===== src/rtl/bf3_pkg.sv =====
// Shared constants and types of the 3x3 box filter with border pass-through.
`default_nettype none

package bf3_pkg;

	// Default sizes of the top level
	localparam int MAX_COLUMNS_DEF = 256;
	localparam int MAX_ROWS_DEF    = 4096;
	localparam int PIXEL_BITS_DEF  = 8;

	// Configuration port
	localparam int CFG_COLS_W  = 9;
	localparam int CFG_ROWS_W  = 13;
	localparam int CFG_DATA_W  = 13;
	localparam int CFG_INDEX_W = 1;

	localparam logic [CFG_INDEX_W-1:0] REG_FRAME_COLUMNS = 1'd0;
	localparam logic [CFG_INDEX_W-1:0] REG_FRAME_ROWS    = 1'd1;

	localparam int COLUMNS_RESET = 125;
	localparam int ROWS_RESET    = 177;

	// Per-pixel control travelling with a pixel through the pipeline
	typedef struct packed {
		logic has_res;   // pixel (r-1, c-1) exists: row and column both nonzero
		logic interior;  // (r-1, c-1) is off the frame border
		logic last_row;
		logic last_col;
	} bf3_flags_t;

endpackage

`default_nettype wire


===== src/rtl/bf3_if.sv =====
// Valid/ready channels: input pixel stream and tagged result stream.
`default_nettype none

interface bf3_pix_if #(
	parameter int PIXEL_BITS = 8
);
	logic                  valid;
	logic                  ready;
	logic [PIXEL_BITS-1:0] pixel_value;

	modport source (output valid, output pixel_value, input ready);
	modport sink   (input valid, input pixel_value, output ready);
endinterface

interface bf3_res_if #(
	parameter int PIXEL_BITS = 8,
	parameter int ROW_BITS   = 12,
	parameter int COL_BITS   = 8
);
	logic                  valid;
	logic                  ready;
	logic [PIXEL_BITS-1:0] smoothed_value;
	logic [ROW_BITS-1:0]   out_row;
	logic [COL_BITS-1:0]   out_column;
	logic                  run_last;

	modport source (output valid, output smoothed_value, output out_row,
		output out_column, output run_last, input ready);
	modport sink   (input valid, input smoothed_value, input out_row,
		input out_column, input run_last, output ready);
endinterface

`default_nettype wire


===== src/rtl/bf3_line_store.sv =====
// Two line stores (rows r-2 and r-1) with registered read and a fill count.
`default_nettype none

module bf3_line_store #(
	parameter  int DEPTH      = 256,
	parameter  int PIXEL_BITS = 8,
	localparam int ADDR_BITS  = $clog2(DEPTH)
) (
	input  wire logic                  clk,
	input  wire logic                  arst_n,
	input  wire logic                  rd_en,
	input  wire logic [ADDR_BITS-1:0]  rd_addr,
	input  wire logic                  wr_en,
	input  wire logic [ADDR_BITS-1:0]  wr_addr,
	input  wire logic [PIXEL_BITS-1:0] wr_pixel,
	output logic      [PIXEL_BITS-1:0] older_pixel,
	output logic      [PIXEL_BITS-1:0] newer_pixel
);

	logic [PIXEL_BITS-1:0] older_mem [DEPTH];
	logic [PIXEL_BITS-1:0] newer_mem [DEPTH];
	logic [PIXEL_BITS-1:0] older_rd_q;
	logic [PIXEL_BITS-1:0] newer_rd_q;
	logic                  rd_hit_q;
	logic [ADDR_BITS:0]    fill_q;

	// Columns are always written as a prefix from zero, so one count tells
	// which entries hold data; the rest read as zero.
	always_ff @(posedge clk) begin
		if (rd_en) begin
			older_rd_q <= older_mem[rd_addr];
			newer_rd_q <= newer_mem[rd_addr];
		end
		// Write back the pixel held in the read registers: age it one row
		if (wr_en) begin
			older_mem[wr_addr] <= newer_pixel;
			newer_mem[wr_addr] <= wr_pixel;
		end
	end

	always_ff @(posedge clk or negedge arst_n) begin
		if (!arst_n) begin
			rd_hit_q <= 1'b0;
			fill_q   <= '0;
		end else begin
			if (rd_en) begin
				rd_hit_q <= ({1'b0, rd_addr} < fill_q);
			end
			if (wr_en && ({1'b0, wr_addr} >= fill_q)) begin
				fill_q <= {1'b0, wr_addr} + (ADDR_BITS + 1)'(1);
			end
		end
	end

	assign older_pixel = rd_hit_q ? older_rd_q : '0;
	assign newer_pixel = rd_hit_q ? newer_rd_q : '0;

endmodule

`default_nettype wire


===== src/rtl/bf3_cell.sv =====
// One window column cell: holds three stacked pixels and their sum.
`default_nettype none

module bf3_cell #(
	parameter  int PIXEL_BITS = 8,
	localparam int SUM_BITS   = PIXEL_BITS + 2
) (
	input  wire logic                  clk,
	input  wire logic                  arst_n,
	input  wire logic                  shift,
	input  wire logic [PIXEL_BITS-1:0] top_in,
	input  wire logic [PIXEL_BITS-1:0] mid_in,
	input  wire logic [PIXEL_BITS-1:0] bot_in,
	output logic      [PIXEL_BITS-1:0] top,
	output logic      [PIXEL_BITS-1:0] mid,
	output logic      [PIXEL_BITS-1:0] bot,
	output logic      [SUM_BITS-1:0]   col_sum
);

	logic [PIXEL_BITS-1:0] top_q;
	logic [PIXEL_BITS-1:0] mid_q;
	logic [PIXEL_BITS-1:0] bot_q;
	logic [SUM_BITS-1:0]   col_sum_q;

	always_ff @(posedge clk or negedge arst_n) begin
		if (!arst_n) begin
			top_q     <= '0;
			mid_q     <= '0;
			bot_q     <= '0;
			col_sum_q <= '0;
		end else if (shift) begin
			top_q     <= top_in;
			mid_q     <= mid_in;
			bot_q     <= bot_in;
			col_sum_q <= SUM_BITS'(top_in) + SUM_BITS'(mid_in) + SUM_BITS'(bot_in);
		end
	end

	assign top     = top_q;
	assign mid     = mid_q;
	assign bot     = bot_q;
	assign col_sum = col_sum_q;

endmodule

`default_nettype wire


===== src/rtl/bf3_emit.sv =====
// Result stage: divide by nine, expand one pixel into its run of results, output register.
`default_nettype none

module bf3_emit #(
	parameter  int PIXEL_BITS = 8,
	parameter  int ROW_BITS   = 12,
	parameter  int COL_BITS   = 8,
	localparam int SUM_BITS   = PIXEL_BITS + 4
) (
	input  wire logic                   clk,
	input  wire logic                   arst_n,
	input  wire logic                   in_valid,
	output logic                        in_ready,
	input  wire bf3_pkg::bf3_flags_t    flags,
	input  wire logic [ROW_BITS-1:0]    item_row,
	input  wire logic [COL_BITS-1:0]    item_col,
	input  wire logic [SUM_BITS-1:0]    win_sum,
	input  wire logic [PIXEL_BITS-1:0]  w4,
	input  wire logic [PIXEL_BITS-1:0]  w5,
	input  wire logic [PIXEL_BITS-1:0]  w7,
	input  wire logic [PIXEL_BITS-1:0]  w8,
	bf3_res_if.source                   results
);

	import bf3_pkg::*;

	// floor(s / 9) == (s * RECIP) >> SHIFT for every s below 2**SUM_BITS
	localparam int SHIFT      = SUM_BITS + 3;
	localparam int RECIP_BITS = SUM_BITS + 1;
	localparam int PROD_BITS  = SUM_BITS + RECIP_BITS;
	localparam logic [RECIP_BITS-1:0] RECIP = RECIP_BITS'((2 ** SHIFT + 8) / 9);

	// Result slots of one pixel, in emission order
	localparam logic [3:0] SLOT_CENTER = 4'b0001;  // (r-1, c-1)
	localparam logic [3:0] SLOT_BELOW  = 4'b0010;  // (r,   c-1), last row
	localparam logic [3:0] SLOT_RIGHT  = 4'b0100;  // (r-1, c),   last column
	localparam logic [3:0] SLOT_CORNER = 4'b1000;  // (r,   c),   both

	logic                  valid_s3;
	logic [3:0]            mask_s3;
	logic [PROD_BITS-1:0]  prod_s3;
	logic                  interior_s3;
	logic [ROW_BITS-1:0]   row_s3;
	logic [COL_BITS-1:0]   col_s3;
	logic [PIXEL_BITS-1:0] w4_s3;
	logic [PIXEL_BITS-1:0] w5_s3;
	logic [PIXEL_BITS-1:0] w7_s3;
	logic [PIXEL_BITS-1:0] w8_s3;

	logic                  res_valid_q;
	logic [PIXEL_BITS-1:0] value_q;
	logic [ROW_BITS-1:0]   row_q;
	logic [COL_BITS-1:0]   col_q;
	logic                  last_q;

	logic [3:0]            sel;
	logic [3:0]            rest;
	logic                  emit;
	logic                  done;
	logic                  load;
	logic [PIXEL_BITS-1:0] sel_value;
	logic [ROW_BITS-1:0]   sel_row;
	logic [COL_BITS-1:0]   sel_col;

	assign sel      = mask_s3 & (~mask_s3 + 4'd1);
	assign rest     = mask_s3 & ~sel;
	assign emit     = valid_s3 && (!res_valid_q || results.ready);
	assign done     = emit && (rest == 4'd0);
	assign in_ready = !valid_s3 || done;
	assign load     = in_valid && in_ready;

	always_comb begin
		case (sel)
			SLOT_BELOW: begin
				sel_value = w7_s3;
				sel_row   = row_s3;
				sel_col   = col_s3 - COL_BITS'(1);
			end
			SLOT_RIGHT: begin
				sel_value = w5_s3;
				sel_row   = row_s3 - ROW_BITS'(1);
				sel_col   = col_s3;
			end
			SLOT_CORNER: begin
				sel_value = w8_s3;
				sel_row   = row_s3;
				sel_col   = col_s3;
			end
			default: begin
				sel_value = interior_s3 ? prod_s3[SHIFT +: PIXEL_BITS] : w4_s3;
				sel_row   = row_s3 - ROW_BITS'(1);
				sel_col   = col_s3 - COL_BITS'(1);
			end
		endcase
	end

	always_ff @(posedge clk) begin
		if (load) begin
			prod_s3     <= PROD_BITS'(win_sum) * PROD_BITS'(RECIP);
			interior_s3 <= flags.interior;
			row_s3      <= item_row;
			col_s3      <= item_col;
			w4_s3       <= w4;
			w5_s3       <= w5;
			w7_s3       <= w7;
			w8_s3       <= w8;
		end
		if (emit) begin
			value_q <= sel_value;
			row_q   <= sel_row;
			col_q   <= sel_col;
			last_q  <= (rest == 4'd0);
		end
	end

	always_ff @(posedge clk or negedge arst_n) begin
		if (!arst_n) begin
			valid_s3    <= 1'b0;
			mask_s3     <= 4'd0;
			res_valid_q <= 1'b0;
		end else begin
			// Pixels on row or column zero carry no result: drop them here
			if (load) begin
				valid_s3 <= flags.has_res;
				mask_s3  <= flags.has_res ?
					{flags.last_col && flags.last_row, flags.last_col, flags.last_row, 1'b1} :
					4'd0;
			end else if (emit) begin
				mask_s3  <= rest;
				valid_s3 <= (rest != 4'd0);
			end
			if (emit) begin
				res_valid_q <= 1'b1;
			end else if (results.ready) begin
				res_valid_q <= 1'b0;
			end
		end
	end

	assign results.valid          = res_valid_q;
	assign results.smoothed_value = value_q;
	assign results.out_row        = row_q;
	assign results.out_column     = col_q;
	assign results.run_last       = last_q;

endmodule

`default_nettype wire


===== src/rtl/box_filter_3x3_border_pass_top.sv =====
// Top level of the 3x3 box filter with border pass-through.
`default_nettype none

// Grey pixels enter in raster order, one per cycle unless the pipeline stalls,
// and every pixel off the frame border leaves as the truncated mean of its 3x3
// neighborhood while border pixels pass unchanged; each result carries its row
// and column and run_last marks the final result caused by one input pixel.
// Results trail the input by one row and one column, and in the last row they
// leave raster order. The input takes one pixel per cycle while each pixel
// causes at most one result and results.ready is high; the single result port
// moves one result per cycle while results.ready is high, so a pixel that
// causes a run of two or four results (last column, last row) holds the input
// until the run has left; it passes s1, s2 and s3 before the output register.
// The line stores need no clearing after reset: unwritten columns read as zero.
module box_filter_3x3_border_pass_top #(
	parameter  int MAX_COLUMNS = bf3_pkg::MAX_COLUMNS_DEF,
	parameter  int MAX_ROWS    = bf3_pkg::MAX_ROWS_DEF,
	parameter  int PIXEL_BITS  = bf3_pkg::PIXEL_BITS_DEF
) (
	input  wire logic                             clk,
	input  wire logic                             arst_n,
	input  wire logic                             cfg_write,
	input  wire logic [bf3_pkg::CFG_INDEX_W-1:0]  cfg_index,
	input  wire logic [bf3_pkg::CFG_DATA_W-1:0]   cfg_data,
	bf3_pix_if.sink                               pixels,
	bf3_res_if.source                             results
);

	import bf3_pkg::*;

	localparam int COL_BITS      = $clog2(MAX_COLUMNS);
	localparam int ROW_BITS      = $clog2(MAX_ROWS);
	localparam int CELL_SUM_BITS = PIXEL_BITS + 2;
	localparam int SUM_BITS      = PIXEL_BITS + 4;

	function automatic int clamp_last(input int value, input int limit);
		if (value < 3) return 2;
		if (value > limit) return limit - 1;
		return value - 1;
	endfunction

	logic [COL_BITS-1:0]   col_last_q;
	logic [ROW_BITS-1:0]   row_last_q;
	logic [COL_BITS-1:0]   col_q;
	logic [ROW_BITS-1:0]   row_q;

	logic                  valid_s1;
	logic [PIXEL_BITS-1:0] pix_s1;
	logic [COL_BITS-1:0]   col_s1;
	logic [ROW_BITS-1:0]   row_s1;
	bf3_flags_t            flags_s1;

	logic                  valid_s2;
	logic [COL_BITS-1:0]   col_s2;
	logic [ROW_BITS-1:0]   row_s2;
	bf3_flags_t            flags_s2;

	bf3_flags_t            cur_flags;
	logic                  accept;
	logic                  adv_s1;
	logic                  s2_ready;
	logic                  emit_ready;

	logic [PIXEL_BITS-1:0] older_pixel;
	logic [PIXEL_BITS-1:0] newer_pixel;
	logic [PIXEL_BITS-1:0] win_top [4];
	logic [PIXEL_BITS-1:0] win_mid [4];
	logic [PIXEL_BITS-1:0] win_bot [4];
	logic [CELL_SUM_BITS-1:0] win_col_sum [3];
	logic [SUM_BITS-1:0]   win_sum;

	// Configuration: keep the clamped last index of each dimension
	always_ff @(posedge clk or negedge arst_n) begin
		if (!arst_n) begin
			col_last_q <= COL_BITS'(clamp_last(COLUMNS_RESET, MAX_COLUMNS));
			row_last_q <= ROW_BITS'(clamp_last(ROWS_RESET, MAX_ROWS));
		end else if (cfg_write) begin
			case (cfg_index)
				REG_FRAME_COLUMNS: col_last_q <= COL_BITS'(clamp_last(
					int'(cfg_data[CFG_COLS_W-1:0]), MAX_COLUMNS));
				REG_FRAME_ROWS: row_last_q <= ROW_BITS'(clamp_last(
					int'(cfg_data[CFG_ROWS_W-1:0]), MAX_ROWS));
				default: ;
			endcase
		end
	end

	always_comb begin
		cur_flags.last_col = (col_q >= col_last_q);
		cur_flags.last_row = (row_q >= row_last_q);
		cur_flags.has_res  = (row_q != '0) && (col_q != '0);
		cur_flags.interior = (row_q >= ROW_BITS'(2)) && (row_q <= row_last_q) &&
			(col_q >= COL_BITS'(2)) && (col_q <= col_last_q);
	end

	assign s2_ready     = !valid_s2 || emit_ready;
	assign adv_s1       = valid_s1 && s2_ready;
	assign pixels.ready = !valid_s1 || s2_ready;
	assign accept       = pixels.valid && pixels.ready;

	// Position of the next input pixel
	always_ff @(posedge clk or negedge arst_n) begin
		if (!arst_n) begin
			col_q <= '0;
			row_q <= '0;
		end else if (accept) begin
			if (cur_flags.last_col) begin
				col_q <= '0;
				row_q <= cur_flags.last_row ? '0 : row_q + ROW_BITS'(1);
			end else begin
				col_q <= col_q + COL_BITS'(1);
			end
		end
	end

	always_ff @(posedge clk) begin
		if (accept) begin
			pix_s1   <= pixels.pixel_value;
			col_s1   <= col_q;
			row_s1   <= row_q;
			flags_s1 <= cur_flags;
		end
		if (adv_s1) begin
			col_s2   <= col_s1;
			row_s2   <= row_s1;
			flags_s2 <= flags_s1;
		end
	end

	always_ff @(posedge clk or negedge arst_n) begin
		if (!arst_n) begin
			valid_s1 <= 1'b0;
			valid_s2 <= 1'b0;
		end else begin
			if (accept) begin
				valid_s1 <= 1'b1;
			end else if (adv_s1) begin
				valid_s1 <= 1'b0;
			end
			if (adv_s1) begin
				valid_s2 <= 1'b1;
			end else if (emit_ready) begin
				valid_s2 <= 1'b0;
			end
		end
	end

	bf3_line_store #(
		.DEPTH      (MAX_COLUMNS),
		.PIXEL_BITS (PIXEL_BITS)
	) u_line_store (
		.clk         (clk),
		.arst_n      (arst_n),
		.rd_en       (accept),
		.rd_addr     (col_q),
		.wr_en       (adv_s1),
		.wr_addr     (col_s1),
		.wr_pixel    (pix_s1),
		.older_pixel (older_pixel),
		.newer_pixel (newer_pixel)
	);

	// Window: cell 2 takes the newest column, cell 0 holds the oldest
	assign win_top[3] = older_pixel;
	assign win_mid[3] = newer_pixel;
	assign win_bot[3] = pix_s1;

	for (genvar i = 0; i < 3; i++) begin : g_cell
		bf3_cell #(
			.PIXEL_BITS (PIXEL_BITS)
		) u_cell (
			.clk     (clk),
			.arst_n  (arst_n),
			.shift   (adv_s1),
			.top_in  (win_top[i+1]),
			.mid_in  (win_mid[i+1]),
			.bot_in  (win_bot[i+1]),
			.top     (win_top[i]),
			.mid     (win_mid[i]),
			.bot     (win_bot[i]),
			.col_sum (win_col_sum[i])
		);
	end

	assign win_sum = SUM_BITS'(win_col_sum[0]) + SUM_BITS'(win_col_sum[1]) +
		SUM_BITS'(win_col_sum[2]);

	bf3_emit #(
		.PIXEL_BITS (PIXEL_BITS),
		.ROW_BITS   (ROW_BITS),
		.COL_BITS   (COL_BITS)
	) u_emit (
		.clk      (clk),
		.arst_n   (arst_n),
		.in_valid (valid_s2),
		.in_ready (emit_ready),
		.flags    (flags_s2),
		.item_row (row_s2),
		.item_col (col_s2),
		.win_sum  (win_sum),
		.w4       (win_mid[1]),
		.w5       (win_mid[2]),
		.w7       (win_bot[1]),
		.w8       (win_bot[2]),
		.results  (results)
	);

endmodule

`default_nettype wire


===== src/flat_wrapper.sv =====
// flat-port wrapper written by rule: the top's interface ports become plain ports
module box_filter_3x3_border_pass_top_flat import bf3_pkg::*;
#(
	parameter  int MAX_COLUMNS = bf3_pkg::MAX_COLUMNS_DEF,
	parameter  int MAX_ROWS    = bf3_pkg::MAX_ROWS_DEF,
	parameter  int PIXEL_BITS  = bf3_pkg::PIXEL_BITS_DEF
)
  (clk, arst_n, cfg_write, cfg_index, cfg_data, pixels_valid, pixels_pixel_value, pixels_ready, results_valid, results_smoothed_value, results_out_row, results_out_column, results_run_last, results_ready);
  bf3_pix_if #(.PIXEL_BITS(PIXEL_BITS)) pixels_i ();
  bf3_res_if #(.PIXEL_BITS(PIXEL_BITS)) results_i ();
  input  wire logic clk;
  input  wire logic arst_n;
  input  wire logic cfg_write;
  input  wire logic [bf3_pkg::CFG_INDEX_W-1:0] cfg_index;
  input  wire logic [bf3_pkg::CFG_DATA_W-1:0] cfg_data;
  input wire logic [$bits(pixels_i.valid)-1:0] pixels_valid;
  input wire logic [$bits(pixels_i.pixel_value)-1:0] pixels_pixel_value;
  output wire logic [$bits(pixels_i.ready)-1:0] pixels_ready;
  output wire logic [$bits(results_i.valid)-1:0] results_valid;
  output wire logic [$bits(results_i.smoothed_value)-1:0] results_smoothed_value;
  output wire logic [$bits(results_i.out_row)-1:0] results_out_row;
  output wire logic [$bits(results_i.out_column)-1:0] results_out_column;
  output wire logic [$bits(results_i.run_last)-1:0] results_run_last;
  input wire logic [$bits(results_i.ready)-1:0] results_ready;
  assign pixels_i.valid = pixels_valid;
  assign pixels_i.pixel_value = pixels_pixel_value;
  assign pixels_ready = pixels_i.ready;
  assign results_valid = results_i.valid;
  assign results_smoothed_value = results_i.smoothed_value;
  assign results_out_row = results_i.out_row;
  assign results_out_column = results_i.out_column;
  assign results_run_last = results_i.run_last;
  assign results_i.ready = results_ready;
  box_filter_3x3_border_pass_top #(.MAX_COLUMNS(MAX_COLUMNS), .MAX_ROWS(MAX_ROWS), .PIXEL_BITS(PIXEL_BITS)) u_core (.clk(clk), .arst_n(arst_n), .cfg_write(cfg_write), .cfg_index(cfg_index), .cfg_data(cfg_data), .pixels(pixels_i), .results(results_i));
endmodule

===== config.mk =====
export PLATFORM = sky130hd
export DESIGN_NAME = box_filter_3x3_border_pass_top_flat
export DESIGN_NICKNAME = d
export VERILOG_FILES = /design/src/rtl/bf3_pkg.sv /design/src/rtl/bf3_if.sv /design/src/rtl/bf3_line_store.sv /design/src/rtl/bf3_cell.sv /design/src/rtl/bf3_emit.sv /design/src/rtl/box_filter_3x3_border_pass_top.sv /design/src/flat_wrapper.sv
export SDC_FILE = /design/constraint.sdc
export NUM_CORES = 2
export LEC_CHECK = 0
export BUFFER_PORTS_ARGS = -buffer_cell sky130_fd_sc_hd__clkbuf_2
export CORE_MARGIN = 1
export CORE_UTILIZATION = 50
export CTS_BUF_LIST = sky130_fd_sc_hd__clkbuf_4 sky130_fd_sc_hd__clkbuf_8
export DETAILED_ROUTE_END_ITERATION = 8
export PLACE_DENSITY = 0.75
export SLEW_MARGIN = 20
export SYNTH_ARGS = -nofsm -noshare
export SYNTH_HDL_FRONTEND = slang
export SYNTH_SLANG_ARGS = --single-unit

===== constraint.sdc =====
create_clock -name clk -period 15.6 [get_ports clk]
set_input_delay 2.34 -clock clk [delete_from_list [all_inputs] [get_ports clk]]
set_output_delay 2.34 -clock clk [all_outputs]
set_load 0.01 [all_outputs]

==> results.sh <==
export IMPL_status="completed"
export IMPL_tightest_slew_ns=1.35
export IMPL_yosys_area_top_type="edfxtp_1"
export IMPL_yosysWarnings=0
export IMPL_cp_buffers_inverters=7
export IMPL_hp_class="reg2reg"
export IMPL_min_period_over_period_pct=49.1
export IMPL_die_area_mm2=0.348
export IMPL_synth_distinct_cells=64
export IMPL_gp_congestion=0.883
export IMPL_drv_slew=0
export IMPL_cp_arrival_ns=8.49
export IMPL_ys_ff_latch=4394
export IMPL_synth_main_ff_cell="edfxtp_1"
export IMPL_first_iter_violations=11446
export IMPL_place_ws_ns=7.85
export IMPL_critPathTopFamily="adder cells"
export IMPL_ys_seq_area_share_pct=76.0
export IMPL_cts_resized=0
export IMPL_clk_pin_slew_ns=0.06
export IMPL_design_portCount=58
export IMPL_htreeDepth=6
export IMPL_numCtsBuffers=656
export IMPL_drcViolationCount=0
export IMPL_crit_top_cell="inv_1"
export IMPL_dr_pass1_iters=9
export IMPL_syn_num_nets=8006
export IMPL_hold_buffers=0
export IMPL_skew_ns=0.0946
export IMPL_critPathMaxFanout=5
export IMPL_required_ns=16.43
export IMPL_fill_cells=24051
export IMPL_drive_gt1_share_pct=31.0
export IMPL_drt_antenna_violating_nets=0
export IMPL_grt_first_pass_wirelength_mm=594
export IMPL_wl_mm=413
export IMPL_final_util_pct=56.1
export IMPL_rsz0062_at_grt="false"
export IMPL_highest_layer="met5"
export IMPL_wl_met1_mm=155
export IMPL_layout_common_cells="4258 x edfxtp_1, 1253 x mux4_2, 669 x clkbuf_8"
export IMPL_vias_per_cell=6.28
export IMPL_insertion_delay_ns=1.12
export IMPL_critPathMaxStageDelay_ns=0.52
export IMPL_die_w_um=590
export IMPL_wl_per_cell_um=30.6
export IMPL_seq_area_mm2=0.131
export IMPL_portBuffers=57
export IMPL_synth_area_mm2=0.173
export IMPL_cts_setup_buffers=0
export IMPL_core_area_mm2=0.344
export IMPL_grtUsageTotal_pct=23.6
export IMPL_clk_path_buf_depth=4
export IMPL_yosysTopAreaCellShare_pct=74.0
export IMPL_async_flop_share_pct=3.10
export IMPL_start_util_pct=50.3
export IMPL_fin_nets=8697
export IMPL_min_period_ns=7.66
export IMPL_met3_length_mm=46.9
export IMPL_critPathCaptureType="flip-flop"
export IMPL_synth_edf_count=4258
export IMPL_synth_area_leaders="edfxtp_1 74%, mux4_2 16%, dfrtp_1 1.9%"
export IMPL_maxCapViolCount=0
export IMPL_dp_hpwl_mm=244
export IMPL_slew_headroom_pct=10.1
export IMPL_critical_path_class="reg2reg"
export IMPL_antenna_found_initial=17
export IMPL_dr_wl_met2_mm=196
export IMPL_setup_tns_ns=0
export IMPL_setup_violations_final=0
export IMPL_syn_instance_count=7766
export IMPL_cts_tree="built"
export IMPL_grt_max_degree=194
export IMPL_avgSynthCellArea_um2=22.3
export IMPL_rows=215
export IMPL_multi_input_area_mm2=0.0393
export IMPL_timing_fmax_mhz=131
export IMPL_finalHoldViolCount=0
export IMPL_globalRouteOverflowTotal=0
export IMPL_start_kind="flip-flop"
export IMPL_ctsRootBufferMaster="clkbuf_8"
export IMPL_slowest_stage="fa_1"
export IMPL_area_growth_syn_to_layout_pct=11.5
export IMPL_setup_slack_ns=7.94
export IMPL_die_h_um=590
export IMPL_grt_pass1_vias=85171
export IMPL_vias=84864
export IMPL_clock_sinks=4394
export IMPL_final_common_cell="edfxtp_1"
-- stage by stage --
step	cell area, µm²	std cells	hold WS (ns)
2_1_floorplan	173000	7766	0.400
4_1_cts	193000	13497	0.416
6_report	193000	13515	0.413
3_3_place_gp	180000	12350	0.404
3_5_place_dp	180000	12350	0.405
5_1_grt	193000	13506	0.415
-- area by class of cell --
class | instances | area share [%]
clock buffer | 874 | 5.58
tap | 4557 | 2.96
antenna | 12 | 0.0156
clock inverter | 273 | 0.899
multi-input combinational | 2815 | 20.4
sequential | 4394 | 68.1
inverter | 168 | 0.332
timing repair buffer | 422 | 1.70
-- registers in the layout (all words and copies together), names as in the netlist, 9 cells and up --
| register | flops |
|---|---|
| u_core.u_emit.results.out_row | 12 |
| u_core.u_emit.row_s3 | 12 |
| u_core.row_q | 12 |
| u_core.row_s1 | 12 |
| u_core.g_cell.u_cell.bot | 16 |
| u_core.u_line_store.fill_q | 9 |
| u_core.u_line_store.older_mem | 2048 |
| u_core.row_last_q | 12 |
| u_core.row_s2 | 12 |
| u_core.g_cell.u_cell.top | 16 |
| u_core.g_cell.u_cell.mid | 16 |
| u_core.u_line_store.newer_mem | 2048 |
| u_core.g_cell.u_cell.col_sum | 30 |
-- metal layers --
metal / vias up / track usage [%]
met3: 851 / 6.17
li1: 33972 / -
met1: 44633 / 32.5
met2: 5389 / 36.5
met4: 19 / 8.84
met5: - / 0
-- worst reg2reg max path: cells and delay by family (launching register included) --
kind | cells | cell delay (ns)
flip-flops | 1 | 0.35
adder cells (fa/ha/maj) | 9 | 3.35
XOR/XNOR | 1 | 0.08
AO/OA/AOI/OAI | 11 | 2.43
buffers and inverters | 7 | 0.47
AND/OR/NAND/NOR | 5 | 0.76
-- worst paths after layout --
kind / from / endpoint / slack [ns] / depth (start not counted)
worst max-delay path: u_core.g_cell[1].u_cell.col_sum[0] / u_core.u_emit.prod_s3[22] / 7.94 / 33
worst min-delay path: u_core.row_s2[3] / u_core.u_emit.row_s3[3] / 0.41 / 0
worst max register to register: u_core.g_cell[1].u_cell.col_sum[0] / u_core.u_emit.prod_s3[22] / 7.94 / 33
worst min register to register: u_core.row_s2[3] / u_core.u_emit.row_s3[3] / 0.41 / 0
max in group asynchronous: arst_n / u_core.col_q[3] / 12.89 / 2
min in group asynchronous: arst_n / u_core.g_cell[2].u_cell.col_sum[9] / 1.33 / 1
-- synth_stat cells (10+ instances only) --
cell type / number
a211o_1: 14
a21o_1: 39
a21oi_1: 81
a221oi_1: 22
a22o_1: 35
a22oi_1: 89
a31oi_1: 11
and2_1: 21
and3_1: 15
buf_1: 46
buf_2: 94
buf_4: 26
buf_6: 23
clkbuf_1: 200
dfrtp_1: 128
edfxtp_1: 4258
fa_1: 55
ha_1: 158
inv_1: 167
mux2_2: 25
mux2i_1: 41
mux4_2: 1253
nand2_1: 225
nand2b_1: 14
nand3_1: 49
nand4_1: 16
nor2_1: 306
nor2b_1: 24
nor3_1: 30
nor4_1: 10
o21ai_0: 92
o22ai_1: 14
o31ai_1: 12
or2_2: 11
xnor2_1: 52
xor2_1: 33
-- cells by family (layout without fill, tap and decap cells) --
logic type	count (synthesis)	in the layout	synth area share (%)
flops	4394	4394	76.0
xor+xnor	85	85	0.431
compound gates	458	458	1.80
simple gates	739	739	1.86
fa+ha+maj	214	214	1.79
other cells	0	12	0
buf+inv	557	1737	1.43
mux	1319	1319	16.7
Power is left out: the tool's default activity adds up to more than one toggle a clock period on the data nets, which glitch-free logic cannot reach.
